--- config.mk ---
export PLATFORM = sky130hd
export DESIGN_NAME = second_chance_page_replacement_core
export DESIGN_NICKNAME = d
export VERILOG_FILES = /design/src/sv/scp_pkg.sv /design/src/sv/scp_frame_store.sv /design/src/sv/scp_seq.sv /design/src/sv/second_chance_page_replacement_core.sv
export SDC_FILE = /design/constraint.sdc
export NUM_CORES = 1
export LEC_CHECK = 0
export BUFFER_PORTS_ARGS = -buffer_cell sky130_fd_sc_hd__clkbuf_2
export CAP_MARGIN = 20
export CORE_MARGIN = 8
export CORE_UTILIZATION = 60
export CTS_CLUSTER_SIZE = 14
export DETAILED_ROUTE_END_ITERATION = 10
export GPL_TIMING_DRIVEN = 0
export PLACE_DENSITY_LB_ADDON = 0.12
export REMOVE_ABC_BUFFERS = 1
export SKIP_CTS_REPAIR_TIMING = 1
export SYNTH_ARGS = -nofsm -noshare
export SYNTH_HDL_FRONTEND = slang
export SYNTH_SLANG_ARGS = --single-unit
export TNS_END_PERCENT = 30
--- constraint.sdc ---
create_clock -name clk -period 9.4 [get_ports clk]
set_clock_uncertainty 0.05 [all_clocks]
set_input_delay 1.41 -clock clk [delete_from_list [all_inputs] [get_ports clk]]
set_output_delay 1.41 -clock clk [all_outputs]
set_load 0.005 [all_outputs]
--- src/sv/scp_pkg.sv ---
`timescale 1ns / 1ps
`default_nettype none
// ----------------------------------------------------------------------------
// scp_pkg
// shared types and constants for the second-chance page replacement core
// ----------------------------------------------------------------------------
package scp_pkg;

    localparam int FAULT_W     = 32;
    localparam int FRAME_IDX_W = 4;
    localparam int ACTIVE_W    = 5;
    localparam int APB_ADDR_W  = 2;
    localparam int APB_DATA_W  = 32;

    localparam logic [ACTIVE_W-1:0]   ACTIVE_FRAMES_RESET = 5'd10;
    localparam logic [APB_ADDR_W-1:0] ADDR_ACTIVE_FRAMES  = 2'd0;

    typedef enum logic [2:0] {
        ST_IDLE,
        ST_SCAN,
        ST_SWEEP,
        ST_WRITE,
        ST_FINISH
    } scp_state_t;

    // one operation on the frame table per cycle, all at the same frame
    typedef struct packed {
        logic wr;       // load page, set valid and reference bit
        logic set_ref;  // hit: set reference bit
        logic clr_ref;  // sweep: clear reference bit
    } scp_store_cmd_t;

endpackage

`default_nettype wire

--- src/sv/scp_frame_store.sv ---
`timescale 1ns / 1ps
`default_nettype none
// ----------------------------------------------------------------------------
// scp_frame_store
// page number memory with registered read, plus valid and reference bits
// ----------------------------------------------------------------------------
module scp_frame_store
    import scp_pkg::*;
#(
    parameter int MAX_FRAMES = 16,
    parameter int PAGE_BITS  = 20,
    localparam int IW = $clog2(MAX_FRAMES)
)
(
    input  wire logic                  clk,
    input  wire logic                  rst_n,
    input  wire scp_store_cmd_t        cmd,
    input  wire logic [IW-1:0]         op_addr,
    input  wire logic [PAGE_BITS-1:0]  wr_page,
    input  wire logic [IW-1:0]         rd_addr,
    output logic      [PAGE_BITS-1:0]  rd_page,
    output logic      [MAX_FRAMES-1:0] valid_vec,
    output logic      [MAX_FRAMES-1:0] ref_vec
);

    logic [PAGE_BITS-1:0]  page_mem [MAX_FRAMES];
    logic [PAGE_BITS-1:0]  rd_page_reg;
    logic [MAX_FRAMES-1:0] valid_reg;
    logic [MAX_FRAMES-1:0] ref_reg;

    always_ff @(posedge clk)
    begin
        if (cmd.wr)
        begin
            page_mem[op_addr] <= wr_page;
        end
        rd_page_reg <= page_mem[rd_addr];
    end

    always_ff @(posedge clk or negedge rst_n)
    begin
        if (!rst_n)
        begin
            valid_reg <= '0;
            ref_reg   <= '0;
        end
        else if (cmd.wr)
        begin
            valid_reg[op_addr] <= 1'b1;
            ref_reg[op_addr]   <= 1'b1;
        end
        else if (cmd.set_ref)
        begin
            ref_reg[op_addr] <= 1'b1;
        end
        else if (cmd.clr_ref)
        begin
            ref_reg[op_addr] <= 1'b0;
        end
    end

    assign rd_page   = rd_page_reg;
    assign valid_vec = valid_reg;
    assign ref_vec   = ref_reg;

endmodule

`default_nettype wire

--- src/sv/scp_seq.sv ---
`timescale 1ns / 1ps
`default_nettype none
// ----------------------------------------------------------------------------
// scp_seq
// sequencer: serial tag scan, fill, clock-hand sweep and fault count
// ----------------------------------------------------------------------------
module scp_seq
    import scp_pkg::*;
#(
    parameter int MAX_FRAMES = 16,
    parameter int PAGE_BITS  = 20,
    localparam int IW = $clog2(MAX_FRAMES),
    localparam int CW = $clog2(MAX_FRAMES + 1)
)
(
    input  wire logic                  clk,
    input  wire logic                  rst_n,
    input  wire logic [ACTIVE_W-1:0]   active_frames,
    input  wire logic                  in_valid,
    output logic                       in_ready,
    input  wire logic [PAGE_BITS-1:0]  page_in,
    output scp_store_cmd_t             cmd,
    output logic      [IW-1:0]         op_addr,
    output logic      [PAGE_BITS-1:0]  wr_page,
    output logic      [IW-1:0]         rd_addr,
    input  wire logic [PAGE_BITS-1:0]  rd_page,
    input  wire logic [MAX_FRAMES-1:0] valid_vec,
    input  wire logic [MAX_FRAMES-1:0] ref_vec,
    output logic                       res_valid,
    input  wire logic                  res_ready,
    output logic                       res_hit,
    output logic      [IW-1:0]         res_frame,
    output logic                       res_ev_valid,
    output logic      [PAGE_BITS-1:0]  res_ev_page,
    output logic      [FAULT_W-1:0]    res_faults
);

    scp_state_t           state_reg,    state_next;
    logic [CW-1:0]        scan_idx_reg, scan_idx_next;
    logic                 chk_valid_reg, chk_valid_next;
    logic [IW-1:0]        hand_reg,     hand_next;
    logic [CW-1:0]        fill_reg,     fill_next;
    logic [FAULT_W-1:0]   fault_reg,    fault_next;

    logic [PAGE_BITS-1:0] page_reg,     page_next;
    logic [CW-1:0]        n_reg,        n_next;
    logic [IW-1:0]        chk_idx_reg,  chk_idx_next;
    logic                 hit_reg,      hit_next;
    logic [IW-1:0]        victim_reg,   victim_next;
    logic                 ev_valid_reg, ev_valid_next;
    logic [PAGE_BITS-1:0] ev_page_reg,  ev_page_next;

    logic                 issue;
    logic                 hit_now;

    function automatic logic [IW-1:0] hand_step(input logic [IW-1:0] h,
                                                input logic [CW-1:0] n);
        logic [CW-1:0] nxt;
        nxt = CW'(h) + CW'(1);
        hand_step = (nxt >= n) ? '0 : nxt[IW-1:0];
    endfunction

    always_ff @(posedge clk or negedge rst_n)
    begin
        if (!rst_n)
        begin
            state_reg     <= ST_IDLE;
            scan_idx_reg  <= '0;
            chk_valid_reg <= 1'b0;
            hand_reg      <= '0;
            fill_reg      <= '0;
            fault_reg     <= '0;
        end
        else
        begin
            state_reg     <= state_next;
            scan_idx_reg  <= scan_idx_next;
            chk_valid_reg <= chk_valid_next;
            hand_reg      <= hand_next;
            fill_reg      <= fill_next;
            fault_reg     <= fault_next;
        end
    end

    always_ff @(posedge clk)
    begin
        page_reg     <= page_next;
        n_reg        <= n_next;
        chk_idx_reg  <= chk_idx_next;
        hit_reg      <= hit_next;
        victim_reg   <= victim_next;
        ev_valid_reg <= ev_valid_next;
        ev_page_reg  <= ev_page_next;
    end

    assign issue   = (scan_idx_reg < n_reg);
    assign hit_now = chk_valid_reg && valid_vec[chk_idx_reg] && (rd_page == page_reg);

    always_comb
    begin
        state_next     = state_reg;
        scan_idx_next  = scan_idx_reg;
        chk_valid_next = 1'b0;
        hand_next      = hand_reg;
        fill_next      = fill_reg;
        fault_next     = fault_reg;
        page_next      = page_reg;
        n_next         = n_reg;
        chk_idx_next   = chk_idx_reg;
        hit_next       = hit_reg;
        victim_next    = victim_reg;
        ev_valid_next  = ev_valid_reg;
        ev_page_next   = ev_page_reg;

        cmd       = '0;
        op_addr   = victim_reg;
        wr_page   = page_reg;
        rd_addr   = scan_idx_reg[IW-1:0];
        in_ready  = 1'b0;
        res_valid = 1'b0;

        case (state_reg)
            ST_IDLE:
            begin
                in_ready = 1'b1;
                if (in_valid)
                begin
                    page_next     = page_in;
                    scan_idx_next = '0;
                    // zero acts as one frame, anything above the build as all
                    if (active_frames == '0)
                    begin
                        n_next = CW'(1);
                    end
                    else if (int'(active_frames) > MAX_FRAMES)
                    begin
                        n_next = CW'(MAX_FRAMES);
                    end
                    else
                    begin
                        n_next = CW'(active_frames);
                    end
                    state_next = ST_SCAN;
                end
            end

            ST_SCAN:
            begin
                // one frame read issued and one compared per cycle
                rd_addr        = scan_idx_reg[IW-1:0];
                chk_valid_next = issue;
                chk_idx_next   = scan_idx_reg[IW-1:0];
                if (issue)
                begin
                    scan_idx_next = scan_idx_reg + CW'(1);
                end
                if (hit_now)
                begin
                    cmd.set_ref    = 1'b1;
                    op_addr        = chk_idx_reg;
                    chk_valid_next = 1'b0;
                    hit_next       = 1'b1;
                    victim_next    = chk_idx_reg;
                    ev_valid_next  = 1'b0;
                    ev_page_next   = '0;
                    state_next     = ST_FINISH;
                end
                else if (!issue && !chk_valid_reg)
                begin
                    hit_next = 1'b0;
                    if (fault_reg != '1)
                    begin
                        fault_next = fault_reg + FAULT_W'(1);
                    end
                    if (fill_reg < n_reg)
                    begin
                        victim_next   = fill_reg[IW-1:0];
                        fill_next     = fill_reg + CW'(1);
                        ev_valid_next = 1'b0;
                        state_next    = ST_WRITE;
                    end
                    else
                    begin
                        if (CW'(hand_reg) >= n_reg)
                        begin
                            hand_next = '0;
                        end
                        state_next = ST_SWEEP;
                    end
                end
            end

            ST_SWEEP:
            begin
                rd_addr   = hand_reg;
                op_addr   = hand_reg;
                hand_next = hand_step(hand_reg, n_reg);
                if (valid_vec[hand_reg] && ref_vec[hand_reg])
                begin
                    cmd.clr_ref = 1'b1;
                end
                else
                begin
                    victim_next   = hand_reg;
                    ev_valid_next = valid_vec[hand_reg];
                    state_next    = ST_WRITE;
                end
            end

            ST_WRITE:
            begin
                cmd.wr       = 1'b1;
                op_addr      = victim_reg;
                ev_page_next = ev_valid_reg ? rd_page : '0;
                state_next   = ST_FINISH;
            end

            ST_FINISH:
            begin
                res_valid = 1'b1;
                if (res_ready)
                begin
                    state_next = ST_IDLE;
                end
            end

            default:
            begin
                state_next = ST_IDLE;
            end
        endcase
    end

    assign res_hit      = hit_reg;
    assign res_frame    = victim_reg;
    assign res_ev_valid = ev_valid_reg;
    assign res_ev_page  = ev_page_reg;
    assign res_faults   = fault_reg;

endmodule

`default_nettype wire

--- src/sv/second_chance_page_replacement_core.sv ---
`timescale 1ns / 1ps
`default_nettype none
// ----------------------------------------------------------------------------
// second_chance_page_replacement_core
// clock (second-chance) page replacement over a small frame table
// ----------------------------------------------------------------------------
//  channel  | signals                                   | direction
//  ---------+-------------------------------------------+----------
//  input    | in_valid/in_ready, page_number            | in
//  output   | out_valid/out_ready, hit, frame_index,    | out
//           | evicted_valid, evicted_page, fault_total  |
//  config   | psel/penable/pwrite/paddr/pwdata/prdata   | apb
//
//  n = active frames after clamping; one comparator walks the table a frame
//  a cycle. a hit in frame j stops the scan there; a miss scans all n frames,
//  then fills a free frame or sweeps, clearing reference bits (at most n)
//  reset clears valid and reference bits, hand, fill and fault counts, not
//  the page memory. a new item is taken while the last result still waits;
//  the sequencer stalls only in its finish step while that register is full
// ----------------------------------------------------------------------------
module second_chance_page_replacement_core
    import scp_pkg::*;
#(
    parameter int MAX_FRAMES = 16,
    parameter int PAGE_BITS  = 20
)
(
    input  wire logic                   clk,
    input  wire logic                   rst_n,

    // config port
    input  wire logic                   psel,
    input  wire logic                   penable,
    input  wire logic                   pwrite,
    input  wire logic [APB_ADDR_W-1:0]  paddr,
    input  wire logic [APB_DATA_W-1:0]  pwdata,
    output logic      [APB_DATA_W-1:0]  prdata,
    output logic                        pready,

    // page reference in
    input  wire logic                   in_valid,
    output logic                        in_ready,
    input  wire logic [PAGE_BITS-1:0]   page_number,

    // result out
    output logic                        out_valid,
    input  wire logic                   out_ready,
    output logic                        hit,
    output logic      [FRAME_IDX_W-1:0] frame_index,
    output logic                        evicted_valid,
    output logic      [PAGE_BITS-1:0]   evicted_page,
    output logic      [FAULT_W-1:0]     fault_total
);

    localparam int IW = $clog2(MAX_FRAMES);

    // config register
    logic [ACTIVE_W-1:0]    active_frames_reg;
    logic                   cfg_wr;

    // sequencer <-> frame table
    scp_store_cmd_t         cmd;
    logic [IW-1:0]          op_addr;
    logic [PAGE_BITS-1:0]   wr_page;
    logic [IW-1:0]          rd_addr;
    logic [PAGE_BITS-1:0]   rd_page;
    logic [MAX_FRAMES-1:0]  valid_vec;
    logic [MAX_FRAMES-1:0]  ref_vec;

    // sequencer result
    logic                   res_valid;
    logic                   res_ready;
    logic                   res_hit;
    logic [IW-1:0]          res_frame;
    logic                   res_ev_valid;
    logic [PAGE_BITS-1:0]   res_ev_page;
    logic [FAULT_W-1:0]     res_faults;

    // output register
    logic                   out_valid_reg;
    logic                   hit_reg;
    logic [FRAME_IDX_W-1:0] frame_index_reg;
    logic                   evicted_valid_reg;
    logic [PAGE_BITS-1:0]   evicted_page_reg;
    logic [FAULT_W-1:0]     fault_total_reg;

    // ---------------- config port ----------------
    assign pready = 1'b1;
    assign cfg_wr = psel && penable && pwrite && pready;

    always_ff @(posedge clk or negedge rst_n)
    begin
        if (!rst_n)
        begin
            active_frames_reg <= ACTIVE_FRAMES_RESET;
        end
        else if (cfg_wr && (paddr == ADDR_ACTIVE_FRAMES))
        begin
            active_frames_reg <= pwdata[ACTIVE_W-1:0];
        end
    end

    // reads of unmapped addresses return zero
    assign prdata = (paddr == ADDR_ACTIVE_FRAMES) ?
                    APB_DATA_W'(active_frames_reg) : '0;

    // ---------------- frame table ----------------
    scp_frame_store #(
        .MAX_FRAMES (MAX_FRAMES),
        .PAGE_BITS  (PAGE_BITS)
    ) u_store (
        .clk       (clk),
        .rst_n     (rst_n),
        .cmd       (cmd),
        .op_addr   (op_addr),
        .wr_page   (wr_page),
        .rd_addr   (rd_addr),
        .rd_page   (rd_page),
        .valid_vec (valid_vec),
        .ref_vec   (ref_vec)
    );

    // ---------------- sequencer ----------------
    scp_seq #(
        .MAX_FRAMES (MAX_FRAMES),
        .PAGE_BITS  (PAGE_BITS)
    ) u_seq (
        .clk           (clk),
        .rst_n         (rst_n),
        .active_frames (active_frames_reg),
        .in_valid      (in_valid),
        .in_ready      (in_ready),
        .page_in       (page_number),
        .cmd           (cmd),
        .op_addr       (op_addr),
        .wr_page       (wr_page),
        .rd_addr       (rd_addr),
        .rd_page       (rd_page),
        .valid_vec     (valid_vec),
        .ref_vec       (ref_vec),
        .res_valid     (res_valid),
        .res_ready     (res_ready),
        .res_hit       (res_hit),
        .res_frame     (res_frame),
        .res_ev_valid  (res_ev_valid),
        .res_ev_page   (res_ev_page),
        .res_faults    (res_faults)
    );

    // ---------------- output register ----------------
    // free when empty or when its content leaves in this cycle
    assign res_ready = !out_valid_reg || out_ready;

    always_ff @(posedge clk or negedge rst_n)
    begin
        if (!rst_n)
        begin
            out_valid_reg <= 1'b0;
        end
        else if (res_valid && res_ready)
        begin
            out_valid_reg <= 1'b1;
        end
        else if (out_ready)
        begin
            out_valid_reg <= 1'b0;
        end
    end

    always_ff @(posedge clk)
    begin
        if (res_valid && res_ready)
        begin
            hit_reg           <= res_hit;
            // frame number shown modulo sixteen
            frame_index_reg   <= FRAME_IDX_W'(res_frame);
            evicted_valid_reg <= res_ev_valid;
            evicted_page_reg  <= res_ev_page;
            fault_total_reg   <= res_faults;
        end
    end

    assign out_valid     = out_valid_reg;
    assign hit           = hit_reg;
    assign frame_index   = frame_index_reg;
    assign evicted_valid = evicted_valid_reg;
    assign evicted_page  = evicted_page_reg;
    assign fault_total   = fault_total_reg;

endmodule

`default_nettype wire

=== Word level (Yosys, flattened, before mapping) ===
Memories as Yosys holds them, arrays and structs flattened. A register that Yosys moved wholly into a read port is not among the register bits.
Cells that the tools add are included.

* Reduce and logical (&&, ||, !) cells: 32
* Equality and inequality tests: 17
* Magnitude comparators: 9
* Add/subtract/negate cells: 4
* Bitwise operators: 5
* Muxes and demuxes: 59

{| class="wikitable"
|+ Operators with widths
! operator !! count
|-
| $mux 16 || 3
|-
| $mux 4 || 11
|-
| $mux 20 || 2
|-
| $pmux 20 s2 || 1
|-
| $add 32x1->32 const B || 1
|-
| $ne 32x32->1 const B || 1
|-
| $or 16x16->16 || 2
|-
| $pmux 4 s2 || 3
|-
| $mux 1 || 23
|-
| $eq 20x20->1 || 1
|-
| $mux 5 || 4
|-
| $and 16x16->16 || 1
|-
| $not 16->16 || 1
|-
| $reduce_and 4->1 || 4
|-
| $lt 4x5->1 const B || 3
|-
| $mux 3 || 5
|-
| $pmux 3 s5 || 1
|-
| $bmux 1 s4 || 3
|-
| $add 5x1->5 const B || 2
|-
| $lt 5x5->1 || 2
|-
| $ne 2x2->1 const B || 5
|-
| $pmux 5 s2 || 1
|-
| $reduce_bool 2->1 || 5
|-
| $logic_and 1x1->1 || 9
|-
| 23 further kinds || 32
|}

* Flip-flop bits (word level): 201
* Memories: 1
* RAM bits: 320
* Input bits: 61
* Logic and storage cells: 150
* Output and inout port bits: 93

{| class="wikitable"
|+ Memory list
! name !! depth !! bits a word !! rd ports !! clocked after memory_dff !! wr ports !! line !! text
|-
| u_store.page_mem || 16 || 20 || 1 || 1 || 1 || scp_frame_store.sv:26 || <nowiki>logic [PAGE_BITS-1:0] page_mem [MAX_FRAMES];</nowiki>
|}

=== Depth between registers and ports, before layout ===
* Depth in word-level cells: 15
* Mapped depth: 12
* Mapped depth without buffers: 10

=== Hierarchy ===
A second synthesis with hierarchy kept.

* Cells, all modules: 1198
* Area, all modules: 21479.4 µm²

{| class="wikitable"
|+ Modules (own cells, without submodules)
! module !! cells an instance !! sequential area each (µm²) !! instances !! area an instance (µm²)
|-
| scp_frame_store || 628 || 10810.4 || 1 || 13683.1
|-
| scp_seq || 461 || 2902.8 || 1 || 5539.1
|-
| second_chance_page_replacement_core || 109 || 1894.3 || 1 || 2257.2
|}

=== Least setup slack after synthesis ===
OpenSTA, ideal clock, no wires.

* Path kind: flip-flop to flip-flop
* From: reg u_seq.page_reg[6], in the netlist u_seq.wr_page[6]
* To: mem u_store.page_mem[12][0], enable pin
* Buffers on the path: 3
* Library setup time: 0.398 ns
* Clock period less this slack: 3.959 ns
* Required time: 8.952 ns
* Path slack: 5.441 ns
* Arrival time: 3.511 ns
* Cell stages (with the launch flop): 11
* Cell sequence: edfxtp_1 > xnor2_1 > nand4_1 > or4_1 > clkbuf_2 > or4_1 > and3_1 > buf_6 > or2_1 > buf_6 > nor2_1

* Word-level cells in the longest chain between the ends: 4

{| class="wikitable"
|+ RTL lines
! element !! line !! text
|-
| start, declared || scp_seq.sv:45 || <nowiki>logic [PAGE_BITS-1:0] page_reg, page_next;</nowiki>
|-
| start signal, assigned || scp_seq.sv:87 || <nowiki>page_reg <= page_next;</nowiki>
|-
| $eq 20x20->1 || scp_seq.sv:97 || <nowiki>assign hit_now = chk_valid_reg && valid_vec[chk_idx_reg] && (rd_page == page_reg);</nowiki>
|-
| $logic_and 1x1->1 || scp_seq.sv:97 ||
|-
| $mux 4 || scp_seq.sv:157 || <nowiki>if (hit_now)</nowiki>
|-
| $pmux 4 s2 || scp_seq.sv:122 || <nowiki>case (state_reg)</nowiki>
|-
| end, declared || scp_frame_store.sv:26 ||
|}

No other way between the ends.

=== Worst setup path in the final report ===
* From: reg u_seq.page_reg[6], in the netlist u_seq.wr_page[6]
* To: mem u_store.page_mem[12][11], enable pin

Same word-level chain as after synthesis.

==> flow_summary.toml <==
[run_status]
outcome = "finished clean"

[timing]
fmax_mhz = 192
relSlewSlack = 0.258
fin_crit_ps = 5200
hold_viol_final = 0
rsz0062_at_grt = "false"
timing.hold.ws_ps = 368
fin_ws_ps = 4200
setup-violations-final = 0
worst_pin_slew_ps = 1110
post-route-period-util = 0.553
report.final.slew_viol_count = 0

[logic_synthesis]
synth-edff-count = 433
synth_top_family_by_area = "simple AND/OR/NAND/NOR gates"
netlist_instances = 1658
yosys_warnings = 0
synthArstFlopShare = 0.163
synth-xor-area-share = 0.0235
synthTopCellsByArea = "edfxtp_1 (59%), dfrtp_1 (9.8%), nand2_1 (6.3%)"
syn_area_um2 = 22000
ys_ff_latch = 541
yosysMostFrequentCell = "edfxtp_1"
synth-compound-area-share = 0.0567
synth-simple-area-share = 0.146
synth_commonest_cells = "edfxtp_1 (433), nand2_1 (367), nand3_1 (104)"
synth_area_leader_cell = "edfxtp_1"
synth.mux.area_fraction = 0.0216
synth_cell_types = 58
ys.flop_type = "edfxtp_1"
synth_top_area_frac = 0.591
ys_seq_area_frac = 0.710
synthAdderAreaFrac = 0.0131
synth_area_per_cell_um2 = 13.3

[floorplanning]
start_util = 0.605
dieArea_um2 = 43000
die-width_um = 207
core_um2 = 36300
die_y_um = 207
ioPinCount = 154
std_cell_rows = 70

[finish]
area_delta_synth_final_pct = 14.5
drive_above_1_share = 0.155
largest_reg_flops = 320
final_area_um2 = 25200
final_nets = 1833

[setup_path]
reg2reg_depth = 7
cp_max_fo = 21
path_cells = "xnor2_1, nand4_1, or4_1, or3_1, a31oi_1, nand4_1, nor2_4"
worstPathArrival_ps = 5350
cpMostUsedCell = "nand4_1"
slowest_stage = "nor2_4"
cp-start-kind = "flip-flop"
cp.required_ps = 9560
cp_slowest_stage_delay_ps = 950
worst_setup_path_end_kind = "flip-flop"
reg2reg_setup_slack_ps = 4200
reg2reg_from = "u_seq.wr_page[6]"
reg2reg_to = "u_store.page_mem[12][11]"
critPathKind = "flip-flop to flip-flop"

[routing]
drt_first_iter_violations = 1263
antenna_left = 0
wl_per_cell_um = 22.7
drc_errors = 0
drt_wl_total_mm = 51.2
viasPerCell = 6.06
vias = 13679
first_pass_iters = 6

[global_route]
grt_pass1_vias = 13457
grtUsageTotal = 0.235
grt.overflow.total = 0
grt_max_degree = 69
antenna_found_initial = 1
grt_pass1_wl_mm = 78.8

[clock_network]
cts_buffer_depth = 3
numCtsBuffers = 53
cts_htree_levels = 2
clock_sinks = 541
path_clk_slew_ps = 60
cts_root_buf = "clkbuf_16"
cts_tree = "yes"
clock_latency_ps = 600

[hold_path]
whs_path_depth = 0
hold_class = "flip-flop to flip-flop"
hp-start = "u_seq.res_ev_page[13]"
min_to = "evicted_page[13]"

[placed_design]
dpl_worst_slack_ps = 4290
placed_cell_area_um2 = 23400
place_congestion = 0.865
dp_hpwl_mm = 30.3
port_buffers = 98

[job]
cap_violations = 0

[power_and_ir_drop]
vdd_ir_drop_max_mv = 0.187
power.density_nw_per_um2 = 285
power_leakage_nw = 9.53
critical path: cells and delay by family (launching register included):
family           cells  cell delay, ps
AND/OR/NAND/NOR      5            3020
flip-flops           1             610
XOR/XNOR             1             500
AO/OA/AOI/OAI        1             620
routing by layer:
metal	vias up	share of wire	global-route usage	wire length (um)
li1	6205	-	-	-
met1	6727	0.42	0.323	21400
met3	137	0.083	0.0468	4240
met5	-	0	0	0
met2	610	0.46	0.372	23800
met4	0	0.035	0.0877	1800
per-stage QoR:
step | TNS [ps] | cells | util | total power, mW
CTS | 0 | 2257 | 0.692 | 7.20
floorplan | 0 | 1570 | - | 4.38
detailed placement | 0 | 2161 | 0.644 | 5.07
global route | 0 | 2258 | 0.693 | 7.51
global placement | -22010 | 2136 | 0.622 | 5.05
finish | 0 | 2259 | 0.693 | 7.18
area by class of cell:
| class | count | area [um2] |
|---|---|---|
| repair buffers | 124 | 1120 |
| clock inverters | 27 | 288 |
| fillers | 2440 | 11200 |
| clock buffers | 69 | 1480 |
| well taps | 468 | 586 |
| diodes | 1 | 2.50 |
| inverters | 21 | 78.8 |
| flip-flops and latches | 541 | 15600 |
| multi-input cells | 1008 | 6010 |
cell usage in the layout (no fill, tap or decap), types with 21 or more instances in the layout:
cell type	count
dfrtp_1	86
ha_1	23
a311oi_1	60
nand3_1	104
clkbuf_16	53
nand2_1	365
a21oi_1	28
clkbuf_2	97
and2_1	31
nand4_1	21
xor2_1	26
and3_1	50
o21ai_0	33
a31oi_1	22
conb_1	28
edfxtp_1	433
xnor2_1	33
worst max path at each step:
stage	start	end
3_3_place_gp	u_seq.state_reg[1]	u_store.rd_page[4]
4_1_cts	u_seq.wr_page[16]	u_store.page_mem[12][2]
2_1_floorplan	u_seq.state_reg[1]	u_store.rd_page[0]
3_5_place_dp	u_seq.wr_page[16]	u_store.page_mem[12][1]
6_report	u_seq.wr_page[6]	u_store.page_mem[12][11]
5_1_grt	u_seq.wr_page[6]	u_store.page_mem[12][11]
report_power, final:
part	internal, mW	total [mW]	switching, mW
Sequential	2.88	3.11	0.227
Combinational	0.703	1.94	1.24
Clock	1.25	2.13	0.880
kinds of logic after synthesis:
group | Yosys count
simple gates | 689
xor+xnor | 59
fa+ha+maj | 23
mux | 29
other cells | 2
compound gates | 180
flops | 541
buf+inv | 135
No activity file was read; power rests on OpenSTA's default activity.
